<file path="src/design/keypad_password_lock_with_power_arm_macros.svh">
// ----------------------------------------------------------------------------
// Assertion macros for the password lock
// Shared concurrent assertion forms, clocked on the rising edge and disabled
// while the active-low reset is asserted.
// ----------------------------------------------------------------------------
`ifndef KEYPAD_PASSWORD_LOCK_WITH_POWER_ARM_MACROS_SVH
`define KEYPAD_PASSWORD_LOCK_WITH_POWER_ARM_MACROS_SVH

// Consequent must hold in the same cycle as the antecedent.
`define KPL_ASSERT_IMP(label, clk, rst_n, ante, cons, msg) \
  label: assert property (@(posedge clk) disable iff (!(rst_n)) (ante) |-> (cons)) \
    else $error(msg);

// Consequent must hold in the cycle after the antecedent.
`define KPL_ASSERT_NXT(label, clk, rst_n, ante, cons, msg) \
  label: assert property (@(posedge clk) disable iff (!(rst_n)) (ante) |=> (cons)) \
    else $error(msg);

`endif

</file>
<file path="src/design/kpl_pkg.sv">
// ----------------------------------------------------------------------------
// kpl_pkg
// Constants, codes, control word layout and microcode for the password lock.
// ----------------------------------------------------------------------------
package kpl_pkg;

  localparam int unsigned MaxChars = 256;

  localparam logic [7:0] KeyEntry   = 8'h15;
  localparam logic [7:0] KeyEnter   = 8'd28;
  localparam int unsigned ReleaseBit = 7;

  localparam logic [1:0] PsUnplugged = 2'd0;
  localparam logic [1:0] PsPlugged   = 2'd1;

  typedef enum logic [1:0] {
    EV_NONE     = 2'd0,
    EV_SAVED    = 2'd1,
    EV_UNLOCK   = 2'd2,
    EV_MISMATCH = 2'd3
  } ev_e;

  // Datapath operation selected by the control word.
  typedef enum logic [2:0] {
    UOP_CLEAR    = 3'd0,
    UOP_WAIT     = 3'd1,
    UOP_DECODE   = 3'd2,
    UOP_CMP_READ = 3'd3,
    UOP_CMP_END  = 3'd4,
    UOP_PUSH     = 3'd5
  } uop_e;

  // Condition that keeps the step counter where it is.
  typedef enum logic [1:0] {
    HOLD_NONE     = 2'd0,
    HOLD_NO_INPUT = 2'd1,
    HOLD_OUT_BUSY = 2'd2,
    HOLD_NOT_LAST = 2'd3
  } hold_e;

  // Condition under which the step counter loads the jump target.
  typedef enum logic [1:0] {
    BR_NEVER  = 2'd0,
    BR_ALWAYS = 2'd1,
    BR_NO_CMP = 2'd2
  } br_e;

  localparam int unsigned StepW = 3;

  localparam logic [StepW-1:0] StepClear   = 3'd0;
  localparam logic [StepW-1:0] StepWait    = 3'd1;
  localparam logic [StepW-1:0] StepDecode  = 3'd2;
  localparam logic [StepW-1:0] StepCmpRead = 3'd3;
  localparam logic [StepW-1:0] StepCmpEnd  = 3'd4;
  localparam logic [StepW-1:0] StepPush    = 3'd5;

  typedef struct packed {
    uop_e             uop;
    hold_e            hold;
    br_e              br;
    logic [StepW-1:0] target;
  } ctrl_t;

  typedef struct packed {
    logic in_valid;
    logic out_blocked;
    logic idx_last;
    logic need_cmp;
  } stat_t;

  // Microprogram: one control word per step.
  function automatic ctrl_t ucode(input logic [StepW-1:0] step);
    ctrl_t cw;
    unique case (step)
      StepClear:   cw = '{UOP_CLEAR,    HOLD_NOT_LAST, BR_NEVER,  StepWait};
      StepWait:    cw = '{UOP_WAIT,     HOLD_NO_INPUT, BR_NEVER,  StepDecode};
      StepDecode:  cw = '{UOP_DECODE,   HOLD_NONE,     BR_NO_CMP, StepPush};
      StepCmpRead: cw = '{UOP_CMP_READ, HOLD_NOT_LAST, BR_NEVER,  StepCmpEnd};
      StepCmpEnd:  cw = '{UOP_CMP_END,  HOLD_NONE,     BR_NEVER,  StepPush};
      StepPush:    cw = '{UOP_PUSH,     HOLD_OUT_BUSY, BR_ALWAYS, StepWait};
      default:     cw = '{UOP_WAIT,     HOLD_NONE,     BR_ALWAYS, StepWait};
    endcase
    return cw;
  endfunction

endpackage

</file>
<file path="src/design/kpl_if.sv">
// ----------------------------------------------------------------------------
// kpl_in_if / kpl_out_if
// Valid/ready channels for lock events and lock results.
// ----------------------------------------------------------------------------
interface kpl_in_if;
  logic       valid;
  logic       ready;
  logic       opcode;
  logic [7:0] scan_code;
  logic [1:0] power_status;

  modport source (output valid, output opcode, output scan_code, output power_status,
                  input ready);
  modport sink   (input valid, input opcode, input scan_code, input power_status,
                  output ready);
endinterface

interface kpl_out_if;
  logic       valid;
  logic       ready;
  logic       armed;
  logic       unlocked;
  logic       entry_enabled;
  logic [1:0] event_code;

  modport source (output valid, output armed, output unlocked, output entry_enabled,
                  output event_code, input ready);
  modport sink   (input valid, input armed, input unlocked, input entry_enabled,
                  input event_code, output ready);
endinterface

</file>
<file path="src/design/kpl_store.sv">
// ----------------------------------------------------------------------------
// kpl_store
// Password and attempt character memories, one write port each, a shared read
// address and registered read data.
// ----------------------------------------------------------------------------
module kpl_store #(
  parameter int unsigned Depth = kpl_pkg::MaxChars,
  localparam int unsigned AddrW = $clog2(Depth)
) (
  input  logic             clk_i,
  input  logic             pw_we_i,
  input  logic             at_we_i,
  input  logic [AddrW-1:0] wr_addr_i,
  input  logic [7:0]       wr_data_i,
  input  logic [AddrW-1:0] rd_addr_i,
  output logic [7:0]       pw_rd_o,
  output logic [7:0]       at_rd_o
);

  logic [7:0] pw_mem [Depth];
  logic [7:0] at_mem [Depth];

  always_ff @(posedge clk_i) begin
    if (pw_we_i) begin
      pw_mem[wr_addr_i] <= wr_data_i;
    end
    pw_rd_o <= pw_mem[rd_addr_i];
  end

  always_ff @(posedge clk_i) begin
    if (at_we_i) begin
      at_mem[wr_addr_i] <= wr_data_i;
    end
    at_rd_o <= at_mem[rd_addr_i];
  end

endmodule

</file>
<file path="src/design/kpl_seq.sv">
// ----------------------------------------------------------------------------
// kpl_seq
// Step counter and control store: holds, steps or jumps on datapath status.
// ----------------------------------------------------------------------------
module kpl_seq (
  input  logic            clk_i,
  input  logic            rst_ni,
  input  kpl_pkg::stat_t  stat_i,
  output kpl_pkg::ctrl_t  ctrl_o
);

  logic [kpl_pkg::StepW-1:0] upc_q, upc_d;
  logic                      hold;
  logic                      jump;

  assign ctrl_o = kpl_pkg::ucode(upc_q);

  always_comb begin
    unique case (ctrl_o.hold)
      kpl_pkg::HOLD_NONE:     hold = 1'b0;
      kpl_pkg::HOLD_NO_INPUT: hold = !stat_i.in_valid;
      kpl_pkg::HOLD_OUT_BUSY: hold = stat_i.out_blocked;
      kpl_pkg::HOLD_NOT_LAST: hold = !stat_i.idx_last;
      default:                hold = 1'b0;
    endcase
    unique case (ctrl_o.br)
      kpl_pkg::BR_NEVER:  jump = 1'b0;
      kpl_pkg::BR_ALWAYS: jump = 1'b1;
      kpl_pkg::BR_NO_CMP: jump = !stat_i.need_cmp;
      default:            jump = 1'b0;
    endcase
    if (hold) begin
      upc_d = upc_q;
    end else if (jump) begin
      upc_d = ctrl_o.target;
    end else begin
      upc_d = upc_q + kpl_pkg::StepW'(1);
    end
  end

  always_ff @(posedge clk_i or negedge rst_ni) begin
    if (!rst_ni) begin
      upc_q <= kpl_pkg::StepClear;
    end else begin
      upc_q <= upc_d;
    end
  end

endmodule

</file>
<file path="src/design/keypad_password_lock_with_power_arm.sv">
// ----------------------------------------------------------------------------
// keypad_password_lock_with_power_arm
// Password lock fed by keyboard scancodes and power adapter samples.
// ----------------------------------------------------------------------------
// Usage:
// evt_i takes one word per event: a keyboard scancode (opcode 0) or a power
// adapter status sample (opcode 1). res_o gives exactly one word per event:
// the armed, unlocked and entry flags after that event and an event code.
// A small microprogram sequences the work; its step counter sets the timing.
// An ordinary event steps the sequencer through wait, decode and push, and
// its result is loaded into the output register at push. An Enter that
// compares the stores goes from decode through a compare-read walk and a
// compare end to push; the walk reads both character memories one entry a
// cycle through their shared read address, and the attempt store is cleared
// on the same walk.
// After reset the block runs a clearing pass over all MAX_CHARS entries of
// both memories, with evt_i.ready low, before the first event is taken.
// The result waits in an output register; a new event is accepted while it
// waits, but the next result stalls the sequencer until res_o.ready has
// taken the previous one.
// ----------------------------------------------------------------------------
`include "keypad_password_lock_with_power_arm_macros.svh"

module keypad_password_lock_with_power_arm #(
  parameter int unsigned MAX_CHARS = kpl_pkg::MaxChars
) (
  input  logic         clk_i,
  input  logic         rst_ni,
  kpl_in_if.sink       evt_i,
  kpl_out_if.source    res_o
);

  localparam int unsigned AddrW  = $clog2(MAX_CHARS);
  localparam int unsigned CountW = $clog2(MAX_CHARS + 1);

  kpl_pkg::ctrl_t ctrl;
  kpl_pkg::stat_t stat;

  // Flags and shared character count.
  logic              armed_q, unlock_q, entry_q;
  logic [CountW-1:0] count_q;
  kpl_pkg::ev_e      ev_q;

  // Latched event word.
  logic       opc_q;
  logic [7:0] sc_q;
  logic [1:0] ps_q;

  // Store walk.
  logic [AddrW-1:0] idx_q;
  logic             rd_vld_q;
  logic             mism_q;
  logic [7:0]       pw_rd, at_rd;
  logic             idx_last;

  // Output register.
  logic       out_vld_q;
  logic       out_armed_q, out_unlock_q, out_entry_q;
  logic [1:0] out_ev_q;

  logic in_fire, push_fire, out_blocked;
  logic entry_n, setup, unl, typing, is_enter, key_enter, key_char, need_cmp;
  logic mism_end;

  logic             pw_we, at_we;
  logic [AddrW-1:0] wr_addr;
  logic [7:0]       wr_data;

  assign idx_last    = idx_q == AddrW'(MAX_CHARS - 1);
  assign out_blocked = out_vld_q && !res_o.ready;
  assign in_fire     = evt_i.valid && evt_i.ready;
  assign push_fire   = (ctrl.uop == kpl_pkg::UOP_PUSH) && !out_blocked;
  assign evt_i.ready = ctrl.uop == kpl_pkg::UOP_WAIT;

  assign stat = '{in_valid: evt_i.valid, out_blocked: out_blocked,
                  idx_last: idx_last, need_cmp: need_cmp};

  kpl_seq u_seq (
    .clk_i  (clk_i),
    .rst_ni (rst_ni),
    .stat_i (stat),
    .ctrl_o (ctrl)
  );

  // Key event decode on the latched word.
  always_comb begin
    entry_n   = entry_q || (sc_q == kpl_pkg::KeyEntry);
    setup     = armed_q && !unlock_q && entry_n;
    unl       = !armed_q && !unlock_q && entry_n;
    typing    = !opc_q && (setup || unl) && !sc_q[kpl_pkg::ReleaseBit];
    is_enter  = sc_q == kpl_pkg::KeyEnter;
    key_enter = typing && is_enter && (count_q != '0);
    key_char  = typing && !is_enter && (count_q < CountW'(MAX_CHARS));
    need_cmp  = key_enter && unl;
    mism_end  = mism_q || (pw_rd != at_rd);
  end

  // Memory write port selection.
  always_comb begin
    pw_we   = 1'b0;
    at_we   = 1'b0;
    wr_addr = idx_q;
    wr_data = 8'h00;
    case (ctrl.uop)
      kpl_pkg::UOP_CLEAR: begin
        pw_we = 1'b1;
        at_we = 1'b1;
      end
      kpl_pkg::UOP_CMP_READ: begin
        at_we = 1'b1;
      end
      kpl_pkg::UOP_DECODE: begin
        pw_we   = key_char && setup;
        at_we   = key_char && !setup;
        wr_addr = count_q[AddrW-1:0];
        wr_data = sc_q;
      end
      default: begin
      end
    endcase
  end

  kpl_store #(
    .Depth (MAX_CHARS)
  ) u_store (
    .clk_i     (clk_i),
    .pw_we_i   (pw_we),
    .at_we_i   (at_we),
    .wr_addr_i (wr_addr),
    .wr_data_i (wr_data),
    .rd_addr_i (idx_q),
    .pw_rd_o   (pw_rd),
    .at_rd_o   (at_rd)
  );

  always_ff @(posedge clk_i) begin
    if (in_fire) begin
      opc_q <= evt_i.opcode;
      sc_q  <= evt_i.scan_code;
      ps_q  <= evt_i.power_status;
    end
    if (ctrl.uop == kpl_pkg::UOP_DECODE) begin
      mism_q <= 1'b0;
    end else if (ctrl.uop == kpl_pkg::UOP_CMP_READ && rd_vld_q) begin
      mism_q <= mism_end;
    end
    if (push_fire) begin
      out_armed_q  <= armed_q;
      out_unlock_q <= unlock_q;
      out_entry_q  <= entry_q;
      out_ev_q     <= ev_q;
    end
  end

  always_ff @(posedge clk_i or negedge rst_ni) begin
    if (!rst_ni) begin
      armed_q   <= 1'b1;
      unlock_q  <= 1'b0;
      entry_q   <= 1'b1;
      count_q   <= '0;
      ev_q      <= kpl_pkg::EV_NONE;
      idx_q     <= '0;
      rd_vld_q  <= 1'b0;
      out_vld_q <= 1'b0;
    end else begin
      rd_vld_q <= ctrl.uop == kpl_pkg::UOP_CMP_READ;
      if (ctrl.uop == kpl_pkg::UOP_CLEAR || ctrl.uop == kpl_pkg::UOP_CMP_READ) begin
        idx_q <= idx_last ? '0 : idx_q + AddrW'(1);
      end
      if (ctrl.uop == kpl_pkg::UOP_DECODE) begin
        if (!opc_q) begin
          if (key_enter) begin
            entry_q <= 1'b0;
            count_q <= '0;
          end else begin
            entry_q <= entry_n;
            if (key_char) begin
              count_q <= count_q + CountW'(1);
            end
          end
          if (key_enter && setup) begin
            unlock_q <= 1'b1;
            ev_q     <= kpl_pkg::EV_SAVED;
          end else begin
            ev_q <= kpl_pkg::EV_NONE;
          end
        end else begin
          ev_q <= kpl_pkg::EV_NONE;
          if (ps_q == kpl_pkg::PsUnplugged) begin
            if (armed_q && unlock_q && !entry_q) begin
              armed_q  <= 1'b0;
              unlock_q <= 1'b0;
            end
          end else if (ps_q == kpl_pkg::PsPlugged) begin
            if (!(armed_q && !unlock_q && entry_q)) begin
              armed_q  <= 1'b1;
              unlock_q <= 1'b1;
            end
          end
        end
      end
      if (ctrl.uop == kpl_pkg::UOP_CMP_END) begin
        unlock_q <= !mism_end;
        ev_q     <= mism_end ? kpl_pkg::EV_MISMATCH : kpl_pkg::EV_UNLOCK;
      end
      if (push_fire) begin
        out_vld_q <= 1'b1;
      end else if (res_o.ready) begin
        out_vld_q <= 1'b0;
      end
    end
  end

  assign res_o.valid         = out_vld_q;
  assign res_o.armed         = out_armed_q;
  assign res_o.unlocked      = out_unlock_q;
  assign res_o.entry_enabled = out_entry_q;
  assign res_o.event_code    = out_ev_q;

  `KPL_ASSERT_NXT(a_push_returns_to_wait, clk_i, rst_ni, push_fire, ctrl.uop == kpl_pkg::UOP_WAIT, "sequencer did not return to wait after a result")
  `KPL_ASSERT_NXT(a_cmp_sets_unlock, clk_i, rst_ni, ctrl.uop == kpl_pkg::UOP_CMP_END, unlock_q == (ev_q == kpl_pkg::EV_UNLOCK), "unlock flag disagrees with compare outcome")
  `KPL_ASSERT_IMP(a_count_bounded, clk_i, rst_ni, 1'b1, count_q <= CountW'(MAX_CHARS), "character count beyond capacity")
  `KPL_ASSERT_IMP(a_saved_closes_entry, clk_i, rst_ni, push_fire && ev_q == kpl_pkg::EV_SAVED, !entry_q && unlock_q, "password saved but flags not updated")

endmodule
</file>
<file path="src/flat_wrapper.sv">
// flat-port wrapper written by rule: the top's interface ports become plain ports
module keypad_password_lock_with_power_arm_flat 
#(
  parameter int unsigned MAX_CHARS = kpl_pkg::MaxChars
)
  (clk_i, rst_ni, evt_i_valid, evt_i_opcode, evt_i_scan_code, evt_i_power_status, evt_i_ready, res_o_valid, res_o_armed, res_o_unlocked, res_o_entry_enabled, res_o_event_code, res_o_ready);
  kpl_in_if evt_i_i ();
  kpl_out_if res_o_i ();
  input  logic clk_i;
  input  logic rst_ni;
  input wire logic [$bits(evt_i_i.valid)-1:0] evt_i_valid;
  input wire logic [$bits(evt_i_i.opcode)-1:0] evt_i_opcode;
  input wire logic [$bits(evt_i_i.scan_code)-1:0] evt_i_scan_code;
  input wire logic [$bits(evt_i_i.power_status)-1:0] evt_i_power_status;
  output wire logic [$bits(evt_i_i.ready)-1:0] evt_i_ready;
  output wire logic [$bits(res_o_i.valid)-1:0] res_o_valid;
  output wire logic [$bits(res_o_i.armed)-1:0] res_o_armed;
  output wire logic [$bits(res_o_i.unlocked)-1:0] res_o_unlocked;
  output wire logic [$bits(res_o_i.entry_enabled)-1:0] res_o_entry_enabled;
  output wire logic [$bits(res_o_i.event_code)-1:0] res_o_event_code;
  input wire logic [$bits(res_o_i.ready)-1:0] res_o_ready;
  assign evt_i_i.valid = evt_i_valid;
  assign evt_i_i.opcode = evt_i_opcode;
  assign evt_i_i.scan_code = evt_i_scan_code;
  assign evt_i_i.power_status = evt_i_power_status;
  assign evt_i_ready = evt_i_i.ready;
  assign res_o_valid = res_o_i.valid;
  assign res_o_armed = res_o_i.armed;
  assign res_o_unlocked = res_o_i.unlocked;
  assign res_o_entry_enabled = res_o_i.entry_enabled;
  assign res_o_event_code = res_o_i.event_code;
  assign res_o_i.ready = res_o_ready;
  keypad_password_lock_with_power_arm #(.MAX_CHARS(MAX_CHARS)) u_core (.clk_i(clk_i), .rst_ni(rst_ni), .evt_i(evt_i_i), .res_o(res_o_i));
endmodule
</file>
<file path="config.mk">
export PLATFORM = sky130hd
export DESIGN_NAME = keypad_password_lock_with_power_arm_flat
export DESIGN_NICKNAME = d
export VERILOG_FILES = /design/src/design/kpl_pkg.sv /design/src/design/kpl_if.sv /design/src/design/kpl_store.sv /design/src/design/kpl_seq.sv /design/src/design/keypad_password_lock_with_power_arm.sv /design/src/flat_wrapper.sv
export VERILOG_INCLUDE_DIRS = /design/src /design/src/design
export SDC_FILE = /design/constraint.sdc
export NUM_CORES = 2
export LEC_CHECK = 0
export BUFFER_PORTS_ARGS = -buffer_cell sky130_fd_sc_hd__buf_2
export CAP_MARGIN = 20
export CELL_PAD_IN_SITES_DETAIL_PLACEMENT = 0
export CELL_PAD_IN_SITES_GLOBAL_PLACEMENT = 1
export CORE_ASPECT_RATIO = 1.2
export CORE_UTILIZATION = 59
export CTS_BUF_LIST = sky130_fd_sc_hd__clkbuf_2 sky130_fd_sc_hd__clkbuf_4 sky130_fd_sc_hd__clkbuf_8
export CTS_CLUSTER_DIAMETER = 80
export DETAILED_ROUTE_END_ITERATION = 6
export HOLD_SLACK_MARGIN = 0.1
export PLACE_DENSITY = 0.91
export SYNTH_ARGS = -nofsm -noshare
export SYNTH_HDL_FRONTEND = slang
export SYNTH_SLANG_ARGS = --single-unit
</file>
<file path="constraint.sdc">
create_clock -name clk_i -period 17.65 [get_ports clk_i]
set_input_delay 2.6475 -clock clk_i [delete_from_list [all_inputs] [get_ports clk_i]]
set_output_delay 2.6475 -clock clk_i [all_outputs]
set_load 0.02 [all_outputs]
</file>
# --- After elaboration in Yosys (flattened, before gate mapping) ---
# Memories as Yosys holds them, arrays and structs flattened. A register that Yosys moved wholly into a read port is not among the register bits.
# Cells that the tools add are included.
classes:
  add_sub_neg: 3
  n_mul: 0
  div_mod_pow: 0
  order_cmp: 1
  n_eq_ne: 25
  n_shift: 0
  n_mux: 31
  n_bitwise: 1
  n_reduce_logical: 53
ops:
  columns: ["operator", "count"]
  rows:
  - ["$pmux 10 s6", 1]
  - ["$mux 8", 3]
  - ["$logic_and 1x1->1", 21]
  - ["$mux 1", 18]
  - ["$mux 9", 2]
  - ["$eq 8x5->1 const B", 2]
  - ["$logic_not 1->1", 13]
  - ["$eq 3x2->1 const B", 4]
  - ["$eq 3x3->1 const B", 4]
  - ["$ne 4x4->1 const B", 3]
  - ["$reduce_and 5->1", 2]
  - ["$add 9x1->9 const B", 1]
  - ["$lt 9x9->1 const B", 1]
  - ["$reduce_bool 9->1", 1]
  - ["$add 8x1->8 const B", 1]
  - ["$eq 8x8->1 const B", 1]
  - ["$ne 8x8->1", 1]
  - ["$reduce_bool 2->1", 4]
  - ["$eq 2x1->1 const B", 3]
  - ["$eq 2x2->1 const B", 3]
  - ["$eq 3x1->1 const B", 2]
  - ["$logic_not 3->1", 2]
  - ["$pmux 1 s2", 3]
  - ["$logic_not 2->1", 2]
  - ["other kinds (12)", 16]
totals:
  reg_bits: 44
  latchBits: 0
  ram_bits: 4096
  rom_bits: 0
  output_inout_bits: 7
  memories: 2
memory_table:
  columns: ["memory", "words", "word_bits", "read_ports", "rd_clocked_by_memory_dff", "write_ports", "line", "text"]
  rows:
  - ["u_core.u_store.at_mem", 256, 8, 1, 1, 1, "kpl_store.sv:21", "logic [7:0] at_mem [Depth];"]
  - ["u_core.u_store.pw_mem", 256, 8, 1, 1, 1, "kpl_store.sv:20", "logic [7:0] pw_mem [Depth];"]

# --- Longest topological paths before layout ---
depth:
  word_depth: 13
  depth_mapped: 13
  ltp_nobuf: 11

# --- Hierarchy ---
# From an unflattened synthesis, not the netlist that was laid out.
hier_totals:
  cells_unflattened: 7949
  hier_area_um2: 162550.9
modules_own_cells:
  columns: ["mod", "instances", "cells_per_inst", "area_each_um2"]
  rows:
  - ["kpl_store", 1, 7677, 159820.8]
  - ["keypad_password_lock_with_power_arm", 1, 215, 2269.7]
  - ["kpl_seq", 1, 57, 460.4]

# --- Worst setup path before layout ---
# Ideal clock, no wire load.
synth_path:
  kind: "register to register"
  startpoint: "register u_core.u_seq.upc_q[0] (netlist bit)"
  endpoint: "memory u_core.u_store.at_mem[0][3] (data pin)"
  arrival_time_ns: 13.267
  t_required_ns: 15.066
  setup_slack_ns: 1.798
  stages_incl_launch_ff: 8
  path_buffers: 2
  synth_period_minus_slack_ns: 15.852
  path_cell_list: "dfrtp_1 > inv_1 > ha_1 > nand2b_4 > or3_1 > buf_2 > buf_1 > nor2_1"
synth_via:
  elab_chain_cells: 4
  elab_cells_between_ends: 9
synth_rtl:
  columns: ["element", "line", "text"]
  rows:
  - ["start: declaration", "kpl_seq.sv:12", "logic [kpl_pkg::StepW-1:0] upc_q, upc_d;"]
  - ["start signal: assignment", "kpl_seq.sv:43", "upc_q <= kpl_pkg::StepClear;"]
  - ["start signal: assignment", "kpl_seq.sv:45", "upc_q <= upc_d;"]
  - ["$eq 3x3->1 (tied with other cells)", "kpl_pkg.sv:74", "unique case (step)"]
  - ["$pmux 10 s6 *", "kpl_pkg.sv:74", null]
  - ["$eq 3x2->1 *", "keypad_password_lock_with_power_arm.sv:104", "case (ctrl.uop)"]
  - ["$mux 8 *", "keypad_password_lock_with_power_arm.sv:104", null]
  - ["via u_core.u_store.wr_data_i[3]", "kpl_store.sv:14", "input logic [7:0] wr_data_i,"]
  - ["end: declaration", "kpl_store.sv:21", null]
# Mark *: on every way through the listed nets, which the timed path passes. The rest lies on a longest branch.

==> results.ini <==
[synth]
synth_compound_area_share_pct=2.34
ys_seq_area_share_pct=76.9
synthAdderAreaFrac_pct=0.0773
postSynthAreaPerCell_sq_um=21.8
yosys_warnings=0
synth_top_family_by_area=multiplexers
synthArstFlopShare_pct=0.650
ys_ff_latch=4156
synth.area.mux_share_pct=16.5
postSynthCellCount=7439
synthSimpleGateAreaFrac_pct=2.32
synthFlopType=edfxtp_1
post_synth_num_cell_types=87
synth_xor_area_share_pct=0.0920
syn_nets=7464
netlist_area_sq_um=162000
synth_edf_count=4112

[die]
rows=210
dieHeight_microns=576
io-pin-count=22
die_area_sq_um=276000
initial_core_util_pct=59.4
core_area_sq_um=273000
fp.dieW_microns=480

[power]
p_int_mw=14.5
p_switching_mw=3.58
p_leak_nw=45.3
combPwrFrac_pct=0
totalPowerFinal_mw=18.0
clkPwrFrac_pct=40.8
peakVddDrop_uv=62.1
power.density_nw_per_um2=102
seq_power_share_pct=59.2
switching_share_pct=19.8

[sta]
finalSetupViolations=0
slew_headroom_pct=2.93
slew_viol_final=0
rsz0062_at_grt=no
hold_viol_final=0
skew_ns=0.0596
min_period_ns=5.81
fin_crit_sh_pct=32.9
setup-tns-final_ns=0
max_freq_mhz=172
tightest_slew_ns=1.46

[routing]
drc=1
postRouteAntennaNets=0
via_per_inst=7.04
num_vias=83300
drtPass1Iterations=7
drt_iter0_markers=13700
finalWirelength_microns=425000
wl_per_cell_microns=35.9

[global_routing]
overflow=0
antenna_found_initial=21
grt_max_degree=223
grt_pass1_vias=83000
grt_use_total_pct=30.7
grt_pass1_wl_microns=598000

[status]
violations=DRC
status=finished with violations

[clocking]
cts_setup_buffers=0
clkTransAtPathRegs_ns=0.07
cts_tree=yes
htreeDepth=6
ctsLongestPathBuffers=4
cts.repair.resized=0
hold_buffers=0
cts_buffers=584
clkLatencyLatePin_ns=1.10
tritoncts_num_sinks=4156
cts_root_buf=clkbuf_8

[worst_setup_path]
cp-start-kind=flop
slowest_stage=dfrtp_4
cp.buffers_inverters=3
crit_family=buffers and inverters
regToRegSetupSlack_ns=11.84
cp.arrival_ns=6.76
critPathKind=reg -> reg
cp-end-kind=flop
path_max_fanout=109
cp_cell_sequence=buf_12 > buf_4 > buf_4 > mux4_2 > a21oi_1 > o21ai_0 > a221o_1 > a222oi_1 > o21ai_0 > o311a_1
slowest_delay_ns=0.91
required_ns=18.60

[finish]
area_growth_syn_to_layout_pct=9.21
drive_above_1_share_pct=26.7
final_nets=7793

[place]
portBuffers=21
dpl.hpwl_microns=249000
gp_congestion=0.896

[flow_run]
maxCapViolations=0

[worst_hold_path]
holdCritPathClass=reg -> reg

[per-layer routing]
metal / vias to the layer above / part of all wire, % / GRT usage [%]
met5: - / 0.028 / 0
met2: 7246 / 48 / 48.0
li1: 32000 / - / -
met1: 42700 / 32 / 38.5
met3: 1396 / 13 / 8.10
met4: 18 / 7.2 / 19.4
[stage by stage]
stage	hold WS (ns)	util [%]	instances	worst slack [ns]	area, sq um
after floorplan	0.425	-	7439	1.80	162000
after global routing	0.470	64.8	11800	11.58	177000
after CTS	0.458	64.8	11800	11.80	177000
after detailed placement	0.442	60.6	10800	11.88	165000
after global placement	0.439	60.6	10800	11.88	165000
final	0.463	64.8	11800	11.84	177000
[cells in the mapped netlist (24+ instances only)]
master    number  area share, %
a21oi_1      120           0.37
a221oi_1      66           0.36
a22oi_1       41           0.19
a31oi_1       25          0.097
buf_1         35          0.081
buf_2        118           0.36
buf_4         53           0.25
buf_6         43           0.30
buf_8         28           0.26
clkbuf_1     163           0.38
dfrtp_1       25           0.39
edfxtp_1    4112             76
mux2_2        24           0.17
mux2i_1      241            1.5
mux4_1        35           0.57
mux4_2      1024             14
nand2_1      202           0.47
nand3_1       27          0.083
nor2_1       583            1.4
o21ai_0       77           0.24
o221ai_1      44           0.24
o22ai_1       47           0.18
[sequential cells by signal, summed over array words and instances (netlist names), 2 cells and up]
signal,flops
u_core.u_store.at_rd_o,8
u_core.u_store.pw_mem,2048
u_core.sc_q,8
u_core.idx_q,8
u_core.count_q,9
u_core.u_store.pw_rd_o,8
u_core.ps_q,2
u_core.u_store.at_mem,2048
u_core.ev_q,2
u_core.res_o.event_code,2
u_core.u_seq.upc_q,3
[logic make-up after synthesis]
kind of cell,after synthesis
AO/OA/AOI/OAI,549
adder cells (fa/ha/maj),10
buffers and inverters,473
flip-flops,4156
multiplexers,1324
XOR/XNOR,17
AND/OR/NAND/NOR,910
[worst register-to-register path: cells and delay by family (launching register included)]
kind | cells | cell delay, ns
AO/OA/AOI/OAI | 6 | 1.61
buffers and inverters | 3 | 2.56
flip-flops | 1 | 0.91
multiplexers | 1 | 0.62
[final cells by class]
class	instances	area, sq um
flip-flops and latches	4156	125000
multi-input cells	2810	34700
well taps	3604	4510
fillers	16300	95900
clock buffers	752	9440
diodes	22	55.1
clock inverters	277	1830
inverters	20	87.6
repair buffers	196	1650
[power by group through the flow]
| stage | Combinational, mW | Clock (mW) | Sequential (mW) |
|---|---|---|---|
| after detailed placement | 0.00321 | 0 | 10.9 |
| after floorplan | 0.0000877 | 0 | 10.9 |
| after CTS | 0.00327 | 7.37 | 10.7 |
| after global placement | 0.00304 | 0 | 10.9 |
| final | 0.00319 | 7.37 | 10.7 |
| after global routing | 0.00357 | 7.77 | 10.7 |
[cells in the final DEF (no fill, tap or decap), types with 47 or more instances in the layout]
cell,n
buf_4,155
clkbuf_8,606
mux4_2,1024
clkinv_1,148
edfxtp_1,4112
a21oi_1,120
o21ai_0,75
clkinv_2,67
mux2i_1,241
o22ai_1,47
nand2_1,186
a221oi_1,66
clkbuf_4,146
nor2_1,574
[path summary, 6_finish.rpt]
kind                       cells after the start       startpoint                         end
hold reg to reg                                0   u_core.ev_q[0]  u_core.res_o.event_code[0]
setup / recovery                              10  u_core.idx_q[0]   u_core.u_store.at_rd_o[7]
setup reg to reg                              10  u_core.idx_q[0]   u_core.u_store.at_rd_o[7]
min in group asynchronous                      1           rst_ni       u_core.u_seq.upc_q[1]
hold / removal                                 0   u_core.ev_q[0]  u_core.res_o.event_code[0]
max in group asynchronous                      1           rst_ni             u_core.idx_q[3]
(Power assumes the default switching activity.)
